==> src/hw/rtl/xmcrc_pkg.sv <==
// Shared types, constants and the CRC function of the XMODEM-1K receiver
`timescale 1ns / 1ps

package xmcrc_pkg;

  // block sizes and frame counter width
  localparam int unsigned LARGE_BLOCK_BYTES = 1024;
  localparam int unsigned SMALL_BLOCK_BYTES = 128;
  localparam int unsigned FRAME_IDX_W       = $clog2(LARGE_BLOCK_BYTES + 4);

  // field widths
  localparam int unsigned OP_W     = 2;
  localparam int unsigned BYTE_W   = 8;
  localparam int unsigned KIND_W   = 2;
  localparam int unsigned ADDR_W   = 32;
  localparam int unsigned STATUS_W = 2;
  localparam int unsigned LEN_W    = 32;
  localparam int unsigned CRC_W    = 16;
  localparam int unsigned CFG_IDX_W  = 1;
  localparam int unsigned CFG_DATA_W = 32;

  // configuration register indexes
  localparam logic [CFG_IDX_W-1:0] REG_DEST_BASE   = 1'b0;
  localparam logic [CFG_IDX_W-1:0] REG_RETRY_LIMIT = 1'b1;

  localparam logic [BYTE_W-1:0] RETRY_LIMIT_RESET = 8'd25;

  // request opcodes
  localparam logic [OP_W-1:0] OP_START   = 2'd0;
  localparam logic [OP_W-1:0] OP_BYTE    = 2'd1;
  localparam logic [OP_W-1:0] OP_TIMEOUT = 2'd2;

  // result kinds
  localparam logic [KIND_W-1:0] KIND_TX    = 2'd0;
  localparam logic [KIND_W-1:0] KIND_STORE = 2'd1;
  localparam logic [KIND_W-1:0] KIND_DONE  = 2'd2;

  // end status codes
  localparam logic [STATUS_W-1:0] STATUS_EOT    = 2'd0;
  localparam logic [STATUS_W-1:0] STATUS_CANCEL = 2'd1;
  localparam logic [STATUS_W-1:0] STATUS_FAIL   = 2'd2;

  // line protocol bytes
  localparam logic [BYTE_W-1:0] CH_SOH = 8'h01;
  localparam logic [BYTE_W-1:0] CH_STX = 8'h02;
  localparam logic [BYTE_W-1:0] CH_EOT = 8'h04;
  localparam logic [BYTE_W-1:0] CH_ACK = 8'h06;
  localparam logic [BYTE_W-1:0] CH_NAK = 8'h15;
  localparam logic [BYTE_W-1:0] CH_CAN = 8'h18;
  localparam logic [BYTE_W-1:0] CH_C   = 8'h43;

  localparam logic [CRC_W-1:0] CRC_POLY = 16'h1021;

  // receiver phase
  typedef enum logic [2:0] {
    PH_IDLE,
    PH_HEADER,
    PH_FRAME,
    PH_DRAIN
  } phase_e;

  // group of results caused by one request
  typedef enum logic [1:0] {
    BK_TX,      // one transmit byte
    BK_STORE,   // one payload store
    BK_FINISH,  // ACK then finished
    BK_ABORT    // NAK, three CAN, then finished with failure
  } bundle_kind_e;

  typedef struct packed {
    bundle_kind_e          kind;
    logic [BYTE_W-1:0]     tx_byte;
    logic [ADDR_W-1:0]     store_address;
    logic [BYTE_W-1:0]     store_byte;
    logic [STATUS_W-1:0]   end_status;
    logic [LEN_W-1:0]      total_length;
  } bundle_t;

  // crc-16-ccitt, msb first, one byte
  function automatic logic [CRC_W-1:0] crc16_update(logic [CRC_W-1:0] crc,
                                                    logic [BYTE_W-1:0] b);
    logic [CRC_W-1:0] c;
    c = crc ^ {b, 8'h00};
    for (int i = 0; i < 8; i++) begin
      if (c[CRC_W-1]) begin
        c = {c[CRC_W-2:0], 1'b0} ^ CRC_POLY;
      end else begin
        c = {c[CRC_W-2:0], 1'b0};
      end
    end
    return c;
  endfunction

endpackage

==> src/hw/rtl/xmcrc_if.sv <==
// Request and result channel interfaces of the XMODEM-1K receiver
`timescale 1ns / 1ps

interface xmcrc_item_if;
  import xmcrc_pkg::*;

  logic              valid;
  logic              ready;
  logic [OP_W-1:0]   op;
  logic [BYTE_W-1:0] rx_byte;

  modport source (output valid, output op, output rx_byte, input ready);
  modport sink   (input valid, input op, input rx_byte, output ready);
endinterface

interface xmcrc_result_if;
  import xmcrc_pkg::*;

  logic                valid;
  logic                ready;
  logic [KIND_W-1:0]   kind;
  logic [BYTE_W-1:0]   tx_byte;
  logic [ADDR_W-1:0]   store_address;
  logic [BYTE_W-1:0]   store_byte;
  logic [STATUS_W-1:0] end_status;
  logic [LEN_W-1:0]    total_length;
  logic                last;

  modport source (output valid, output kind, output tx_byte, output store_address,
                  output store_byte, output end_status, output total_length,
                  output last, input ready);
  modport sink   (input valid, input kind, input tx_byte, input store_address,
                  input store_byte, input end_status, input total_length,
                  input last, output ready);
endinterface

==> src/hw/rtl/xmcrc_engine.sv <==
// Protocol engine: config registers, frame parser, crc check and result bundles
`timescale 1ns / 1ps

module xmcrc_engine (
  input  logic                               clk_i,
  input  logic                               rst_ni,
  input  logic                               cfg_we_i,
  input  logic [xmcrc_pkg::CFG_IDX_W-1:0]    cfg_index_i,
  input  logic [xmcrc_pkg::CFG_DATA_W-1:0]   cfg_wdata_i,
  input  logic                               accept_i,
  input  logic [xmcrc_pkg::OP_W-1:0]         op_i,
  input  logic [xmcrc_pkg::BYTE_W-1:0]       rx_byte_i,
  output logic                               push_o,
  output xmcrc_pkg::bundle_t                 bundle_o
);
  import xmcrc_pkg::*;

  // configuration
  logic [ADDR_W-1:0] dest_base_q;
  logic [BYTE_W-1:0] retry_limit_q;

  // protocol state
  phase_e                 phase_q, phase_d;
  logic [BYTE_W-1:0]      expected_q, expected_d;
  logic                   large_q, large_d;
  logic [FRAME_IDX_W-1:0] fidx_q, fidx_d;
  logic [BYTE_W-1:0]      seq_q, seq_d;
  logic [BYTE_W-1:0]      seq_cmp_q, seq_cmp_d;
  logic [CRC_W-1:0]       crc_q, crc_d;
  logic [BYTE_W-1:0]      crc_hi_q, crc_hi_d;
  logic [LEN_W-1:0]       acc_len_q, acc_len_d;
  logic [BYTE_W-1:0]      retries_q, retries_d;
  logic [BYTE_W-1:0]      reply_q, reply_d;
  logic [ADDR_W-1:0]      offset_q, offset_d;

  logic                   do_prompt;
  logic [FRAME_IDX_W-1:0] blk;
  logic [FRAME_IDX_W-1:0] crc_hi_idx;
  logic                   seq_pair_ok;
  logic                   seq_ok;
  logic                   crc_ok;

  // configuration writes
  always_ff @(posedge clk_i or negedge rst_ni) begin
    if (!rst_ni) begin
      dest_base_q   <= '0;
      retry_limit_q <= RETRY_LIMIT_RESET;
    end else if (cfg_we_i) begin
      case (cfg_index_i)
        REG_DEST_BASE:   dest_base_q   <= cfg_wdata_i[ADDR_W-1:0];
        REG_RETRY_LIMIT: retry_limit_q <= cfg_wdata_i[BYTE_W-1:0];
        default: ;
      endcase
    end
  end

  // frame checks
  assign blk         = large_q ? FRAME_IDX_W'(LARGE_BLOCK_BYTES)
                               : FRAME_IDX_W'(SMALL_BLOCK_BYTES);
  assign crc_hi_idx  = blk + FRAME_IDX_W'(2);
  assign seq_pair_ok = ({1'b0, seq_q} + {1'b0, seq_cmp_q}) == 9'h0FF;
  assign seq_ok      = (seq_q == expected_q) || (seq_q == expected_q - 8'd1);
  assign crc_ok      = {crc_hi_q, rx_byte_i} == crc_q;

  // next state and result bundle
  always_comb begin
    phase_d   = phase_q;
    expected_d = expected_q;
    large_d   = large_q;
    fidx_d    = fidx_q;
    seq_d     = seq_q;
    seq_cmp_d = seq_cmp_q;
    crc_d     = crc_q;
    crc_hi_d  = crc_hi_q;
    acc_len_d = acc_len_q;
    retries_d = retries_q;
    reply_d   = reply_q;
    offset_d  = offset_q;
    do_prompt = 1'b0;
    push_o    = 1'b0;
    bundle_o  = '0;

    if (accept_i) begin
      case (op_i)
        OP_START: begin
          expected_d = 8'd1;
          acc_len_d  = '0;
          retries_d  = retry_limit_q;
          reply_d    = CH_C;
          fidx_d     = '0;
          do_prompt  = 1'b1;
        end
        OP_BYTE: begin
          case (phase_q)
            PH_HEADER: begin
              if (rx_byte_i == CH_SOH || rx_byte_i == CH_STX) begin
                large_d  = (rx_byte_i == CH_STX);
                fidx_d   = '0;
                crc_d    = '0;
                offset_d = acc_len_q;
                phase_d  = PH_FRAME;
              end else if (rx_byte_i == CH_EOT) begin
                push_o                = 1'b1;
                bundle_o.kind         = BK_FINISH;
                bundle_o.end_status   = STATUS_EOT;
                bundle_o.total_length = acc_len_q;
                phase_d               = PH_IDLE;
              end else if (rx_byte_i == CH_CAN) begin
                push_o              = 1'b1;
                bundle_o.kind       = BK_FINISH;
                bundle_o.end_status = STATUS_CANCEL;
                phase_d             = PH_IDLE;
              end else begin
                do_prompt = 1'b1;
              end
            end
            PH_FRAME: begin
              fidx_d = fidx_q + FRAME_IDX_W'(1);
              if (fidx_q == '0) begin
                seq_d = rx_byte_i;
              end else if (fidx_q == FRAME_IDX_W'(1)) begin
                seq_cmp_d = rx_byte_i;
              end else if (fidx_q < crc_hi_idx) begin
                // payload byte
                crc_d    = crc16_update(crc_q, rx_byte_i);
                offset_d = offset_q + ADDR_W'(1);
                if (seq_q == expected_q) begin
                  push_o                 = 1'b1;
                  bundle_o.kind          = BK_STORE;
                  bundle_o.store_address = dest_base_q + offset_q;
                  bundle_o.store_byte    = rx_byte_i;
                end
              end else if (fidx_q == crc_hi_idx) begin
                crc_hi_d = rx_byte_i;
              end else begin
                // crc low byte closes the frame
                fidx_d = '0;
                if (seq_pair_ok && crc_ok && seq_ok) begin
                  if (seq_q == expected_q) begin
                    acc_len_d  = acc_len_q + LEN_W'(blk);
                    expected_d = expected_q + 8'd1;
                    retries_d  = retry_limit_q;
                  end
                  reply_d   = CH_ACK;
                  do_prompt = 1'b1;
                end else begin
                  reply_d = CH_NAK;
                  phase_d = PH_DRAIN;
                end
              end
            end
            default: ;
          endcase
        end
        OP_TIMEOUT: begin
          case (phase_q)
            PH_HEADER, PH_DRAIN: do_prompt = 1'b1;
            PH_FRAME: begin
              fidx_d    = '0;
              reply_d   = CH_NAK;
              do_prompt = 1'b1;
            end
            default: ;
          endcase
        end
        default: ;
      endcase
    end

    // prompt the sender or give up
    if (do_prompt) begin
      push_o = 1'b1;
      if (retries_d == '0) begin
        bundle_o.kind       = BK_ABORT;
        bundle_o.end_status = STATUS_FAIL;
        phase_d             = PH_IDLE;
      end else begin
        retries_d        = retries_d - 8'd1;
        bundle_o.kind    = BK_TX;
        bundle_o.tx_byte = reply_d;
        phase_d          = PH_HEADER;
      end
    end
  end

  // state registers
  always_ff @(posedge clk_i or negedge rst_ni) begin
    if (!rst_ni) begin
      phase_q    <= PH_IDLE;
      expected_q <= 8'd1;
      large_q    <= 1'b0;
      fidx_q     <= '0;
      seq_q      <= '0;
      seq_cmp_q  <= '0;
      crc_q      <= '0;
      crc_hi_q   <= '0;
      acc_len_q  <= '0;
      retries_q  <= RETRY_LIMIT_RESET;
      reply_q    <= CH_C;
      offset_q   <= '0;
    end else begin
      phase_q    <= phase_d;
      expected_q <= expected_d;
      large_q    <= large_d;
      fidx_q     <= fidx_d;
      seq_q      <= seq_d;
      seq_cmp_q  <= seq_cmp_d;
      crc_q      <= crc_d;
      crc_hi_q   <= crc_hi_d;
      acc_len_q  <= acc_len_d;
      retries_q  <= retries_d;
      reply_q    <= reply_d;
      offset_q   <= offset_d;
    end
  end

  // frame counter never runs past the crc low byte
  a_fidx_bound: assert property (@(posedge clk_i) disable iff (!rst_ni)
    phase_q == PH_FRAME |-> fidx_q <= FRAME_IDX_W'(LARGE_BLOCK_BYTES + 3))
    else $error("frame index past end of frame");

  // a start with a nonzero budget always leaves the block awaiting a header
  a_start_prompts: assert property (@(posedge clk_i) disable iff (!rst_ni)
    accept_i && op_i == OP_START && retry_limit_q != '0 |=> phase_q == PH_HEADER)
    else $error("start did not prompt");

  // idle ignores everything but start
  a_idle_silent: assert property (@(posedge clk_i) disable iff (!rst_ni)
    accept_i && phase_q == PH_IDLE && op_i != OP_START |-> !push_o)
    else $error("result produced while idle");

  // only a frame close changes the committed length upward
  a_len_steps: assert property (@(posedge clk_i) disable iff (!rst_ni)
    acc_len_d != acc_len_q && acc_len_d != '0 |-> phase_q == PH_FRAME)
    else $error("length changed outside a frame");

endmodule

==> src/hw/rtl/xmcrc_result_queue.sv <==
// Two-entry bundle queue that unrolls each bundle into single results
`timescale 1ns / 1ps

module xmcrc_result_queue (
  input  logic               clk_i,
  input  logic               rst_ni,
  input  logic               push_i,
  input  xmcrc_pkg::bundle_t bundle_i,
  output logic               full_o,
  xmcrc_result_if.source     result_o
);
  import xmcrc_pkg::*;

  bundle_t      ent_q [2];
  logic         head_q, tail_q;
  logic [1:0]   cnt_q, cnt_d;
  logic [2:0]   sub_q;
  bundle_t      head;
  logic [2:0]   len;
  logic         pop;
  logic         last;

  assign head   = ent_q[head_q];
  assign full_o = (cnt_q == 2'd2);

  // results in the head bundle
  always_comb begin
    case (head.kind)
      BK_TX, BK_STORE: len = 3'd1;
      BK_FINISH:       len = 3'd2;
      BK_ABORT:        len = 3'd5;
      default:         len = 3'd1;
    endcase
  end

  assign last = (sub_q == len - 3'd1);
  assign pop  = result_o.valid && result_o.ready && last;

  // current result fields
  always_comb begin
    result_o.valid         = (cnt_q != 2'd0);
    result_o.last          = last;
    result_o.kind          = KIND_TX;
    result_o.tx_byte       = '0;
    result_o.store_address = '0;
    result_o.store_byte    = '0;
    result_o.end_status    = '0;
    result_o.total_length  = '0;
    case (head.kind)
      BK_TX: result_o.tx_byte = head.tx_byte;
      BK_STORE: begin
        result_o.kind          = KIND_STORE;
        result_o.store_address = head.store_address;
        result_o.store_byte    = head.store_byte;
      end
      BK_FINISH: begin
        if (last) begin
          result_o.kind         = KIND_DONE;
          result_o.end_status   = head.end_status;
          result_o.total_length = head.total_length;
        end else begin
          result_o.tx_byte = CH_ACK;
        end
      end
      BK_ABORT: begin
        if (last) begin
          result_o.kind       = KIND_DONE;
          result_o.end_status = head.end_status;
        end else if (sub_q == 3'd0) begin
          result_o.tx_byte = CH_NAK;
        end else begin
          result_o.tx_byte = CH_CAN;
        end
      end
      default: ;
    endcase
  end

  // occupancy
  always_comb begin
    cnt_d = cnt_q;
    if (push_i && !pop) begin
      cnt_d = cnt_q + 2'd1;
    end else if (!push_i && pop) begin
      cnt_d = cnt_q - 2'd1;
    end
  end

  // queue storage
  always_ff @(posedge clk_i) begin
    if (push_i) begin
      ent_q[tail_q] <= bundle_i;
    end
  end

  // pointers and result counter
  always_ff @(posedge clk_i or negedge rst_ni) begin
    if (!rst_ni) begin
      head_q <= 1'b0;
      tail_q <= 1'b0;
      cnt_q  <= 2'd0;
      sub_q  <= 3'd0;
    end else begin
      cnt_q <= cnt_d;
      if (push_i) begin
        tail_q <= ~tail_q;
      end
      if (pop) begin
        head_q <= ~head_q;
        sub_q  <= 3'd0;
      end else if (result_o.valid && result_o.ready) begin
        sub_q <= sub_q + 3'd1;
      end
    end
  end

  a_cnt_bound: assert property (@(posedge clk_i) disable iff (!rst_ni)
    cnt_q <= 2'd2)
    else $error("queue occupancy out of range");

  a_no_overflow: assert property (@(posedge clk_i) disable iff (!rst_ni)
    full_o |-> !push_i)
    else $error("push into full queue");

  a_sub_bound: assert property (@(posedge clk_i) disable iff (!rst_ni)
    result_o.valid |-> sub_q < len)
    else $error("result counter past bundle length");

  a_ptr_match: assert property (@(posedge clk_i) disable iff (!rst_ni)
    cnt_q == 2'd1 |-> head_q != tail_q)
    else $error("queue pointers disagree with occupancy");

endmodule

==> src/hw/rtl/xmodem_1k_crc_receiver_top.sv <==
// Top level of the XMODEM-1K CRC receiver
`timescale 1ns / 1ps

// XMODEM-1K receiver with CRC-16-CCITT. Each request (start, received byte or
// timeout) updates the protocol state as it is accepted, and the results it
// causes are queued as one bundle in a two-entry queue. Results then leave
// one per cycle on the result channel while the sink is ready, so a request
// that causes k results (k is 0 to 5; payload bytes cause at most one) holds
// the output until all k have left. The request channel stays ready as long
// as the queue has a free entry, so with an always-ready sink the block takes
// one request per cycle for all single-result traffic. Stores are tentative:
// only addresses below dest_base plus the final total_length hold good data.
module xmodem_1k_crc_receiver_top (
  input  logic                             clk_i,
  input  logic                             rst_ni,
  input  logic                             cfg_we_i,
  input  logic [xmcrc_pkg::CFG_IDX_W-1:0]  cfg_index_i,
  input  logic [xmcrc_pkg::CFG_DATA_W-1:0] cfg_wdata_i,
  xmcrc_item_if.sink                       item_i,
  xmcrc_result_if.source                   result_o
);
  import xmcrc_pkg::*;

  logic    accept;
  logic    push;
  logic    full;
  bundle_t bundle;

  // request handshake
  assign item_i.ready = !full;
  assign accept       = item_i.valid && !full;

  // protocol engine
  xmcrc_engine u_engine (
    .clk_i       (clk_i),
    .rst_ni      (rst_ni),
    .cfg_we_i    (cfg_we_i),
    .cfg_index_i (cfg_index_i),
    .cfg_wdata_i (cfg_wdata_i),
    .accept_i    (accept),
    .op_i        (item_i.op),
    .rx_byte_i   (item_i.rx_byte),
    .push_o      (push),
    .bundle_o    (bundle)
  );

  // result queue and serializer
  xmcrc_result_queue u_queue (
    .clk_i    (clk_i),
    .rst_ni   (rst_ni),
    .push_i   (push),
    .bundle_i (bundle),
    .full_o   (full),
    .result_o (result_o)
  );

endmodule
==> src/flat_wrapper.sv <==
// flat-port wrapper written by rule: the top's interface ports become plain ports
module xmodem_1k_crc_receiver_top_flat import xmcrc_pkg::*;
  (clk_i, rst_ni, cfg_we_i, cfg_index_i, cfg_wdata_i, item_i_valid, item_i_op, item_i_rx_byte, item_i_ready, result_o_valid, result_o_kind, result_o_tx_byte, result_o_store_address, result_o_store_byte, result_o_end_status, result_o_total_length, result_o_last, result_o_ready);
  xmcrc_item_if item_i_i ();
  xmcrc_result_if result_o_i ();
  input  logic clk_i;
  input  logic rst_ni;
  input  logic cfg_we_i;
  input  logic [xmcrc_pkg::CFG_IDX_W-1:0] cfg_index_i;
  input  logic [xmcrc_pkg::CFG_DATA_W-1:0] cfg_wdata_i;
  input wire logic [$bits(item_i_i.valid)-1:0] item_i_valid;
  input wire logic [$bits(item_i_i.op)-1:0] item_i_op;
  input wire logic [$bits(item_i_i.rx_byte)-1:0] item_i_rx_byte;
  output wire logic [$bits(item_i_i.ready)-1:0] item_i_ready;
  output wire logic [$bits(result_o_i.valid)-1:0] result_o_valid;
  output wire logic [$bits(result_o_i.kind)-1:0] result_o_kind;
  output wire logic [$bits(result_o_i.tx_byte)-1:0] result_o_tx_byte;
  output wire logic [$bits(result_o_i.store_address)-1:0] result_o_store_address;
  output wire logic [$bits(result_o_i.store_byte)-1:0] result_o_store_byte;
  output wire logic [$bits(result_o_i.end_status)-1:0] result_o_end_status;
  output wire logic [$bits(result_o_i.total_length)-1:0] result_o_total_length;
  output wire logic [$bits(result_o_i.last)-1:0] result_o_last;
  input wire logic [$bits(result_o_i.ready)-1:0] result_o_ready;
  assign item_i_i.valid = item_i_valid;
  assign item_i_i.op = item_i_op;
  assign item_i_i.rx_byte = item_i_rx_byte;
  assign item_i_ready = item_i_i.ready;
  assign result_o_valid = result_o_i.valid;
  assign result_o_kind = result_o_i.kind;
  assign result_o_tx_byte = result_o_i.tx_byte;
  assign result_o_store_address = result_o_i.store_address;
  assign result_o_store_byte = result_o_i.store_byte;
  assign result_o_end_status = result_o_i.end_status;
  assign result_o_total_length = result_o_i.total_length;
  assign result_o_last = result_o_i.last;
  assign result_o_i.ready = result_o_ready;
  xmodem_1k_crc_receiver_top u_core (.clk_i(clk_i), .rst_ni(rst_ni), .cfg_we_i(cfg_we_i), .cfg_index_i(cfg_index_i), .cfg_wdata_i(cfg_wdata_i), .item_i(item_i_i), .result_o(result_o_i));
endmodule
==> config.mk <==
export PLATFORM = sky130hd
export DESIGN_NAME = xmodem_1k_crc_receiver_top_flat
export DESIGN_NICKNAME = d
export VERILOG_FILES = /design/src/hw/rtl/xmcrc_pkg.sv /design/src/hw/rtl/xmcrc_if.sv /design/src/hw/rtl/xmcrc_engine.sv /design/src/hw/rtl/xmcrc_result_queue.sv /design/src/hw/rtl/xmodem_1k_crc_receiver_top.sv /design/src/flat_wrapper.sv
export SDC_FILE = /design/constraint.sdc
export NUM_CORES = 1
export LEC_CHECK = 0
export BUFFER_PORTS_ARGS = -buffer_cell sky130_fd_sc_hd__buf_2
export CAP_MARGIN = 10
export CORE_UTILIZATION = 55
export DETAILED_ROUTE_END_ITERATION = 16
export GPL_TIMING_DRIVEN = 0
export PLACE_DENSITY = 0.74
export SLEW_MARGIN = 10
export SYNTH_ARGS = -nofsm -noshare
export SYNTH_HDL_FRONTEND = slang
export SYNTH_SLANG_ARGS = --single-unit
export TNS_END_PERCENT = 1
==> constraint.sdc <==
create_clock -name clk_i -period 7.04 [get_ports clk_i]
set_input_delay 0.352 -clock clk_i [delete_from_list [all_inputs] [get_ports clk_i]]
set_output_delay 0.352 -clock clk_i [all_outputs]
set_load 0.05 [all_outputs]
==> results of run 1 <==
## power by group
| group | switching (mW) | internal [mW] |
|---|---|---|
| Sequential | 0.237 | 2.44 |
| Combinational | 1.74 | 0.907 |
| Clock | 0.769 | 1.10 |
## routing by layer
layer	share of wire	global-route usage	wire [microns]
met1	0.43	0.340	18700
met2	0.49	0.459	21600
met3	0.048	0.0369	2100
met4	0.032	0.102	1400
met5	0	0	0
## final timing paths
kind                                                       from                                           to  slack (ns)
max reg2reg                u_core.u_engine.seq_q[0]$_DFFE_PN0P_        u_core.u_queue.ent_q[1][83]$_DFFE_PP_        2.04
min                                             cfg_wdata_i[19]  u_core.u_engine.dest_base_q[19]$_DFFE_PN0P_        0.05
max                        u_core.u_engine.seq_q[0]$_DFFE_PN0P_        u_core.u_queue.ent_q[1][83]$_DFFE_PP_        2.04
max in group asynchronous                                rst_ni       u_core.u_engine.retries_q[4]$_DFF_PN1_        5.67
min in group asynchronous                                rst_ni        u_core.u_engine.fidx_q[3]$_DFFE_PN0P_        0.35
min reg2reg                u_core.u_engine.reply_q[5]$_DFF_PN0_         u_core.u_engine.reply_q[5]$_DFF_PN0_        0.47
## cell families (layout without fill, tap and decap cells)
group	after synthesis	count (layout)	synth area share
AOI/OAI and AO/OA	274	274	0.0946
xor gates and xnor gates	115	115	0.0561
adders and majority gates	60	60	0.0426
buffers and inverters	114	315	0.0272
DFF	338	338	0.515
muxes	165	165	0.0967
other	1	2	0.000209
and+or+nand+nor	613	613	0.167
## flip-flops by register name, summed over array words and instances (netlist names), 11 cells and up
name,cells
u_core.u_queue.ent_q,156
u_core.u_engine.fidx_q,11
u_core.u_engine.acc_len_q,25
u_core.u_engine.offset_q,32
u_core.u_engine.crc_q,16
u_core.u_engine.dest_base_q,32
## cells in the final DEF (no fill, tap or decap), types with 6 or more instances in the layout
master / instances
ha_1: 58
nor2_1: 183
clkbuf_1: 49
nand3b_1: 7
clkbuf_16: 36
nand3_1: 78
mux2i_1: 97
buf_4: 10
a21oi_1: 71
o31ai_1: 6
or3_1: 16
and3_1: 35
nor2b_1: 16
nand2_1: 131
nor4_1: 12
o22ai_1: 32
dfstp_2: 10
edfxtp_1: 156
inv_1: 41
xor2_1: 73
clkinv_2: 6
and2_1: 39
nor3_1: 31
xnor2_1: 42
buf_2: 132
buf_1: 14
nand4_1: 16
mux2_2: 68
a211oi_1: 13
o21ai_0: 76
a21o_1: 20
dfrtp_1: 172
nand2b_1: 14
## cell type report
| class | instances | area, sq um | area share |
|---|---|---|---|
| Buffer | 73 | 335 | 0.0163 |
| Timing Repair Buffer | 137 | 843 | 0.0411 |
| Clock inverter | 17 | 180 | 0.00877 |
| Multi-Input combinational cell | 1229 | 8250 | 0.402 |
| Inverter | 41 | 154 | 0.00749 |
| Clock buffer | 47 | 982 | 0.0478 |
| Tap cell | 435 | 544 | 0.0265 |
| Sequential cell | 338 | 9250 | 0.450 |
## worst max-delay path, delay by kind of cell, from the launching register on
family                     cells  cell delay (ns)
DFF                            1             0.39
adders and majority gates      3             0.98
AOI/OAI and AO/OA              3             0.86
and+or+nand+nor                5             1.59
buffers and inverters          4             0.79
muxes                          1             0.20
==> results.yml, run 1 <==
floorplanning:
  coreArea_sq_um: 31800
  initial_utilization: 0.565
  dieArea_sq_um: 33400
  placementRows: 65
  die_h_microns: 183
  die_w_microns: 183
  io_pins: 135
sta:
  setup_ws_ns: 2.04
  rsz0062_at_grt: "false"
  holdWs_ns: 0.0489
  skew_ns: 0.0282
  worst_slew_pin_slew_ns: 1.35
  setup_viol: 0
  finalSetupTns_ns: 0
  slew_headroom: 0.0973
  hold_violations: 0
  fin_crit_sh: 0.711
  report.final.slew_viol_count: 0
  period_needed_ns: 5.00
  fmax_mhz: 200
power:
  finalPower_mw: 7.20
  p_leak_nw: 9.15
  p_per_area_nw_per_um2: 350
  vdd_ir_drop_max_uv: 266
logic_synthesis:
  synth.largest_area_cell: "edfxtp_1"
  syn_area_sq_um: 18000
  synth_common_cells: "183 x nor2_1, 172 x dfrtp_1, 156 x edfxtp_1"
  synth.avg_cell_area_sq_um: 10.7
  async_flop_share: 0.538
  yosys_warnings: 0
  synth_seq_cells: 338
  ys.flop_type: "dfrtp_1"
  synth_top_cell_area_share: 0.261
  synth-edff-count: 156
  yosysUniqueCellTypes: 75
  synth_seq_area_share: 0.515
  synth.most_common_cell: "nor2_1"
  synth_top_cells_by_area: "edfxtp_1 26%, dfrtp_1 24%, mux2i_1 5.4%, mux2_2 4.3%, ha_1 4.0%"
  synthCells: 1680
placed_design:
  place.gp.congestion: 0.912
  placed_area_sq_um: 19400
  place_ws_ns: 2.12
  dp_hpwl_mm: 32.0
  port_buffers: 128
  dp.cells: 2251
critical_path:
  crit_required_ns: 7.37
  path_cells: "ha_1, inv_1, fa_1, or3b_2, nor2_1, nand4_1, nor4_1, a21oi_2, buf_6, buf_6, mux2i_1, ha_1, nand2_1, o21ai_1, buf_2, a21boi_1"
  critPathMaxStageDelay_ns: 0.75
  cp_max_fo: 10
  ff2ff_path_depth: 16
  worstSetupPathType: "reg2reg"
  crit_path_start_kind: "flop"
  end_kind: "flop"
  cp.arrival_ns: 5.34
  cp_slowest_cell: "nor4_1"
cts:
  cts_buffers: 35
  post-cts-setup-buffers: 0
  clock_path_buffers: 3
  htree_levels: 2
  clock_latency_ns: 0.54
  holdBufCountCts: 1
  tritoncts_num_sinks: 338
  cts_root_buf: "clkbuf_16"
  path_clk_slew_ns: 0.06
  cts_resized: 0
  cts_tree: "yes"
routing:
  wl_per_cell_microns: 18.9
  drc: 0
  drt_first_iter_violations: 1006
  antenna_left: 0
  first_pass_iters: 5
  wl_mm: 43.8
  viasPerCell: 5.80
  dr_total_vias: 13400
finish:
  fill_cells: 2501
  finish.utilization: 0.646
  final_area_sq_um: 20500
  antenna_cells: 0
  instances_no_fill: 2317
  final_nets: 1963
  drive_gt1_frac: 0.165
  syn_to_final_growth_pct: 14.4
worst_hold_path:
  hp-class: "in2reg"
  min_path_cells: 2
outcome:
  outcome: "finished clean"
global_route:
  grt_overflow_total: 0
  grt_max_degree: 70
  gr-usage-all-layers: 0.266
  grt_pass1_wl_mm: 69.7
  antenna_found_initial: 0
  grt_pass1_vias: 13300
job:
  maxCapViolations: 0
No activity file was read; power rests on OpenSTA's default activity.
==> run 2, diff against run 1 <==
- CORE_UTILIZATION: 55 -> 61
- PLACE_DENSITY: 0.74 -> 0.78
- clock period: 7.04 -> 4.7 ns (I/O delays scaled with it)
==> results.yml, run 2 (synthesis results as in run 1) <==
floorplanning:
  placementRows: 62
  die_h_microns: 174
  die_w_microns: 174
  dieArea_sq_um: 30100
  initial_utilization: 0.622
  coreArea_sq_um: 28900
  io_pins: 135
finish:
  fill_cells: 2103
  drive_gt1_frac: 0.162
  syn_to_final_growth_pct: 15.9
  instances_no_fill: 2298
  largest_reg_flops: 156
  final_nets: 1996
  layout_commonest_cell: "nor2_1"
  top_register: "u_core.u_queue.ent_q"
  largestRegisters: "u_core.u_queue.ent_q x156, u_core.u_engine.dest_base_q x32, u_core.u_engine.offset_q x32"
  antenna_cells: 0
  final_cell_mix: "183 x nor2_1, 172 x dfrtp_1, 156 x edfxtp_1"
routing:
  drc: 0
  wl_per_cell_microns: 19.1
  first_pass_iters: 5
  antenna_left: 0
  drt_first_iter_violations: 1035
  viasPerCell: 5.93
  wl_mm: 43.9
  dr_total_vias: 13600
global_route:
  grt_pass1_vias: 13500
  grt_max_degree: 109
  grt_pass1_wl_mm: 70.1
  grt_overflow_total: 0
  gr-usage-all-layers: 0.294
  antenna_found_initial: 0
sta:
  period_needed_ns: 4.41
  hold_violations: 0
  rsz0062_at_grt: "false"
  report.final.slew_viol_count: 0
  slew_headroom: 0.222
  holdWs_ns: 0.0781
  fmax_mhz: 227
  fin_crit_sh: 0.939
  setup_viol: 0
  finalSetupTns_ns: 0
  setup_ws_ns: 0.286
  worst_slew_pin_slew_ns: 1.17
  skew_ns: 0.0270
cts:
  path_clk_slew_ns: 0.06
  cts_tree: "yes"
  post-cts-setup-buffers: 0
  cts_buffers: 36
  clock_latency_ns: 0.53
  cts_root_buf: "clkbuf_16"
  clock_path_buffers: 3
  htree_levels: 2
  tritoncts_num_sinks: 338
critical_path:
  r2r-start: "u_core.u_engine.seq_q[0]$_DFFE_PN0P_"
  rrSetupSlack_ns: 0.29
  worstSetupPathType: "reg2reg"
  end_kind: "flop"
  crit_path_start_kind: "flop"
  timing.rr.end: "u_core.u_queue.ent_q[0][82]$_DFFE_PP_"
  cp_max_fo: 10
  cp.arrival_ns: 4.74
  crit_required_ns: 5.02
  cp-startpoint: "u_core.u_engine.seq_q[0]$_DFFE_PN0P_"
  endpoint: "u_core.u_queue.ent_q[0][82]$_DFFE_PP_"
  ff2ff_path_depth: 16
worst_hold_path:
  min_path_cells: 3
  hp-class: "in2reg"
job:
  maxCapViolations: 0
placed_design:
  place_ws_ns: -0.141
  dp_hpwl_mm: 31.2
  place.gp.congestion: 0.989
  dp.cells: 2199
  port_buffers: 128
power:
  finalPower_mw: 10.8
  p_per_area_nw_per_um2: 521
  vdd_ir_drop_max_uv: 430
  p_leak_nw: 9.30
outcome:
  outcome: "finished clean"
==> run 2: where the power goes <==
group | internal (mW) | total, mW | leakage (nW) | switching, mW
Sequential | 3.66 | 4.03 | 3.83 | 0.365
Clock | 1.71 | 2.86 | 0.581 | 1.15
Combinational | 1.36 | 3.96 | 4.89 | 2.60
==> run 2: area by class of cell <==
class,instances,area [sq um],area share
Buffer,73,335,0.0161
Clock buffer,50,1040,0.0498
Clock inverter,14,159,0.00764
Inverter,41,154,0.00740
Multi-Input combinational cell,1229,8270,0.398
Sequential cell,338,9250,0.445
Tap cell,384,480,0.0231
Timing Repair Buffer,169,1120,0.0537
==> run 2: how the worst min path moves through the flow <==
stage	from	endpoint	slack [ns]
CTS	result_o_ready	u_core.u_queue.sub_q[1]$_DFFE_PN0P_	0.07
global route	result_o_ready	u_core.u_queue.sub_q[1]$_DFFE_PN0P_	0.12
finish	result_o_ready	u_core.u_queue.sub_q[1]$_DFFE_PN0P_	0.08
global placement	u_core.u_engine.reply_q[5]$_DFF_PN0_	u_core.u_engine.reply_q[5]$_DFF_PN0_	0.44
floorplan	rst_ni	u_core.u_engine.acc_len_q[10]$_DFFE_PN0P_	-0.06
detailed placement	rst_ni	u_core.u_queue.cnt_q[1]$_DFFE_PN0P_	0.36
==> run 2: repair_timing <==
action / 4_1_cts / 5_1_grt
endpoints found under the hold margin: 142 / 0
gates resized for setup: 1 / 3
endpoints found under the setup margin: 18 / 16
hold buffers: 33 / 0
cloned: 0 / 0
==> run 2: worst max-delay path, stage by stage (launching register included) <==
cell,delay (ns)
dfrtp_1,0.39
ha_1,0.20
inv_1,0.07
fa_1,0.47
or3b_2,0.52
nor2_1,0.11
nand4_1,0.17
nor4_4,0.36
a21oi_4,0.18
buf_6,0.21
buf_6,0.15
mux2i_1,0.21
ha_1,0.27
nand2_1,0.11
o21ai_2,0.24
buf_2,0.30
a21boi_1,0.27
==> run 2: layer usage <==
metal	global-route usage	routed length, microns
met1	0.375	18700
met2	0.514	21900
met3	0.0382	1960
met4	0.109	1330
met5	0	0
==> run 2: through the flow <==
step	utilization	instance area, sq um
3_3_place_gp	0.662	19100
3_5_place_dp	0.667	19200
2_1_floorplan	-	18000
5_1_grt	0.721	20800
6_report	0.721	20800
4_1_cts	0.720	20800
==> run 3, diff against run 2 <==
- CORE_UTILIZATION: 61 -> 54
- PLACE_DENSITY: 0.78 -> 0.73
==> results.yml, run 3 (synthesis results as in run 1) <==
critical_path:
  crit_top_cell: "buf_6"
  end_kind: "flop"
  timing.rr.end: "u_core.u_queue.ent_q[0][82]$_DFFE_PP_"
  path_cells: "ha_1, inv_1, fa_1, or3b_2, nor2_1, nand4_1, nor4_4, a21oi_2, buf_6, buf_6, mux2i_1, ha_2, nand2_1, o21ai_2, clkbuf_4, a21boi_1"
  cp_max_fo: 10
  worstSetupPathType: "reg2reg"
  critPathMaxStageDelay_ns: 0.49
  crit_path_start_kind: "flop"
  ff2ff_path_depth: 16
  cp.arrival_ns: 4.76
  r2r-start: "u_core.u_engine.seq_q[0]$_DFFE_PN0P_"
  rrSetupSlack_ns: 0.28
  crit_required_ns: 5.04
  cp_slowest_cell: "or3b_2"
power:
  swShare: 0.378
  switchingPower_mw: 4.11
  p_per_area_nw_per_um2: 520
  internal-power_mw: 6.76
  finalPower_mw: 10.9
  p_leak_nw: 9.31
  clkPwrFrac: 0.266
  pwr-share-comb: 0.363
  p_seq_frac: 0.370
  vdd_ir_drop_max_uv: 337
routing:
  viasPerCell: 5.78
  dr_total_vias: 13600
  wl_mm: 43.7
  antenna_left: 0
  drc: 0
  drt_first_iter_violations: 918
  first_pass_iters: 7
  wl_per_cell_microns: 18.6
floorplanning:
  dieArea_sq_um: 34000
  coreArea_sq_um: 32600
  placementRows: 66
  die_h_microns: 184
  io_pins: 135
  initial_utilization: 0.550
  die_w_microns: 184
cts:
  cts_buffers: 37
  clock_latency_ns: 0.52
  cts_root_buf: "clkbuf_16"
  cts_tree: "yes"
  tritoncts_num_sinks: 338
  htree_levels: 2
  post-cts-setup-buffers: 0
  path_clk_slew_ns: 0.06
  clock_path_buffers: 3
finish:
  syn_to_final_growth_pct: 16.4
  antenna_cells: 0
  layout_commonest_cell: "nor2_1"
  largest_reg_flops: 156
  fill_cells: 2612
  final_nets: 1994
  final_cell_mix: "183 x nor2_1, 172 x dfrtp_1, 156 x edfxtp_1"
  instances_no_fill: 2357
  final_area_sq_um: 20900
  largestRegisters: "u_core.u_queue.ent_q x156, u_core.u_engine.dest_base_q x32, u_core.u_engine.offset_q x32"
  top_register: "u_core.u_queue.ent_q"
  finish.utilization: 0.641
  drive_gt1_frac: 0.164
worst_hold_path:
  min_path_cells: 3
  hold_end: "u_core.u_queue.head_q$_DFFE_PN0P_"
  min_from: "result_o_ready"
  hp-class: "in2reg"
global_route:
  antenna_found_initial: 0
  grt_max_degree: 98
  grt_pass1_wl_mm: 69.8
  gr-usage-all-layers: 0.263
  grt_overflow_total: 0
  grt_pass1_vias: 13400
sta:
  slew_headroom: 0.185
  rsz0062_at_grt: "false"
  fin_crit_sh: 0.939
  hold_violations: 0
  setup_ws_ns: 0.285
  finalSetupTns_ns: 0
  setup_viol: 0
  period_needed_ns: 4.42
  fmax_mhz: 226
  worst_slew_pin_slew_ns: 1.21
  skew_ns: 0.0141
  holdWs_ns: 0.0707
  report.final.slew_viol_count: 0
placed_design:
  dp_hpwl_mm: 31.6
  port_buffers: 128
  placed_area_sq_um: 19300
  place.gp.congestion: 0.931
  place_ws_ns: -0.174
  dp.cells: 2256
job:
  maxCapViolations: 0
outcome:
  outcome: "finished clean"
-- run 3: cell types whose count changed in the layout (fill, tap and decap cells not counted), sizes merged --
cell	before	now
clkinvlp	2	3
clkbuf	94	96
clkinv	8	10
bufinv	3	2
buf	165	162
-- run 3: area by class of cell --
class,count,area [sq um],share of cell area
Sequential cell,338,9250,0.443
Multi-Input combinational cell,1229,8270,0.396
Timing Repair Buffer,166,1100,0.0528
Clock buffer,52,1090,0.0524
Tap cell,442,553,0.0265
Buffer,73,338,0.0162
Inverter,41,154,0.00736
Clock inverter,16,138,0.00658
-- run 3: timing repair --
item / 4_1_cts / 5_1_grt
hold endpoints to repair: 125 / 0
gates resized for setup: 1 / 5
hold buffers: 33 / 0
pin swaps: 0 / 1
endpoints found under the setup margin: 18 / 18
-- run 3: per-layer routing --
layer  part of all wire  wire length (microns)  GRT usage  vias to the layer above
met5                  0                      0          0                        -
li1                   -                      -          -                     6466
met4              0.026                   1140     0.0913                        0
met1               0.44                  19100      0.337                     6685
met3              0.046                   2010     0.0385                       75
met2               0.49                  21500      0.454                      409
-- run 3: how the worst max path moves through the flow --
stage / start / endpoint / slack [ns]
2_1_floorplan: u_core.u_engine.seq_q[0]$_DFFE_PN0P_ / u_core.u_queue.ent_q[1][10]$_DFFE_PP_ / -0.28
3_3_place_gp: u_core.u_engine.expected_q[7]$_DFFE_PN0P_ / u_core.u_queue.ent_q[1][61]$_DFFE_PP_ / -2.14
3_5_place_dp: u_core.u_engine.seq_q[0]$_DFFE_PN0P_ / u_core.u_queue.ent_q[0][82]$_DFFE_PP_ / -0.17
4_1_cts: u_core.u_engine.seq_q[0]$_DFFE_PN0P_ / u_core.u_queue.ent_q[0][82]$_DFFE_PP_ / 0.1
5_1_grt: u_core.u_engine.seq_q[0]$_DFFE_PN0P_ / u_core.u_queue.ent_q[0][82]$_DFFE_PP_ / 0.005
6_report: u_core.u_engine.seq_q[0]$_DFFE_PN0P_ / u_core.u_queue.ent_q[0][82]$_DFFE_PP_ / 0.28
-- run 3: worst max-delay path: cells and delay by family (launching register included) --
kind / cells / cell delay, ns
AOI/OAI and AO/OA: 3 / 0.65
buffers and inverters: 4 / 0.72
DFF: 1 / 0.42
and+or+nand+nor: 5 / 1.26
adders and majority gates: 3 / 0.95
muxes: 1 / 0.23
-- run 3: power by group through the flow --
stage | clock network (mW) | logic [mW] | registers, mW
after floorplan | 0 | 3.00 | 3.96
after global placement | 0 | 3.76 | 4.07
after detailed placement | 0 | 3.90 | 4.07
after CTS | 2.94 | 3.94 | 4.02
after global routing | 3.06 | 4.27 | 4.08
final | 2.90 | 3.95 | 4.02
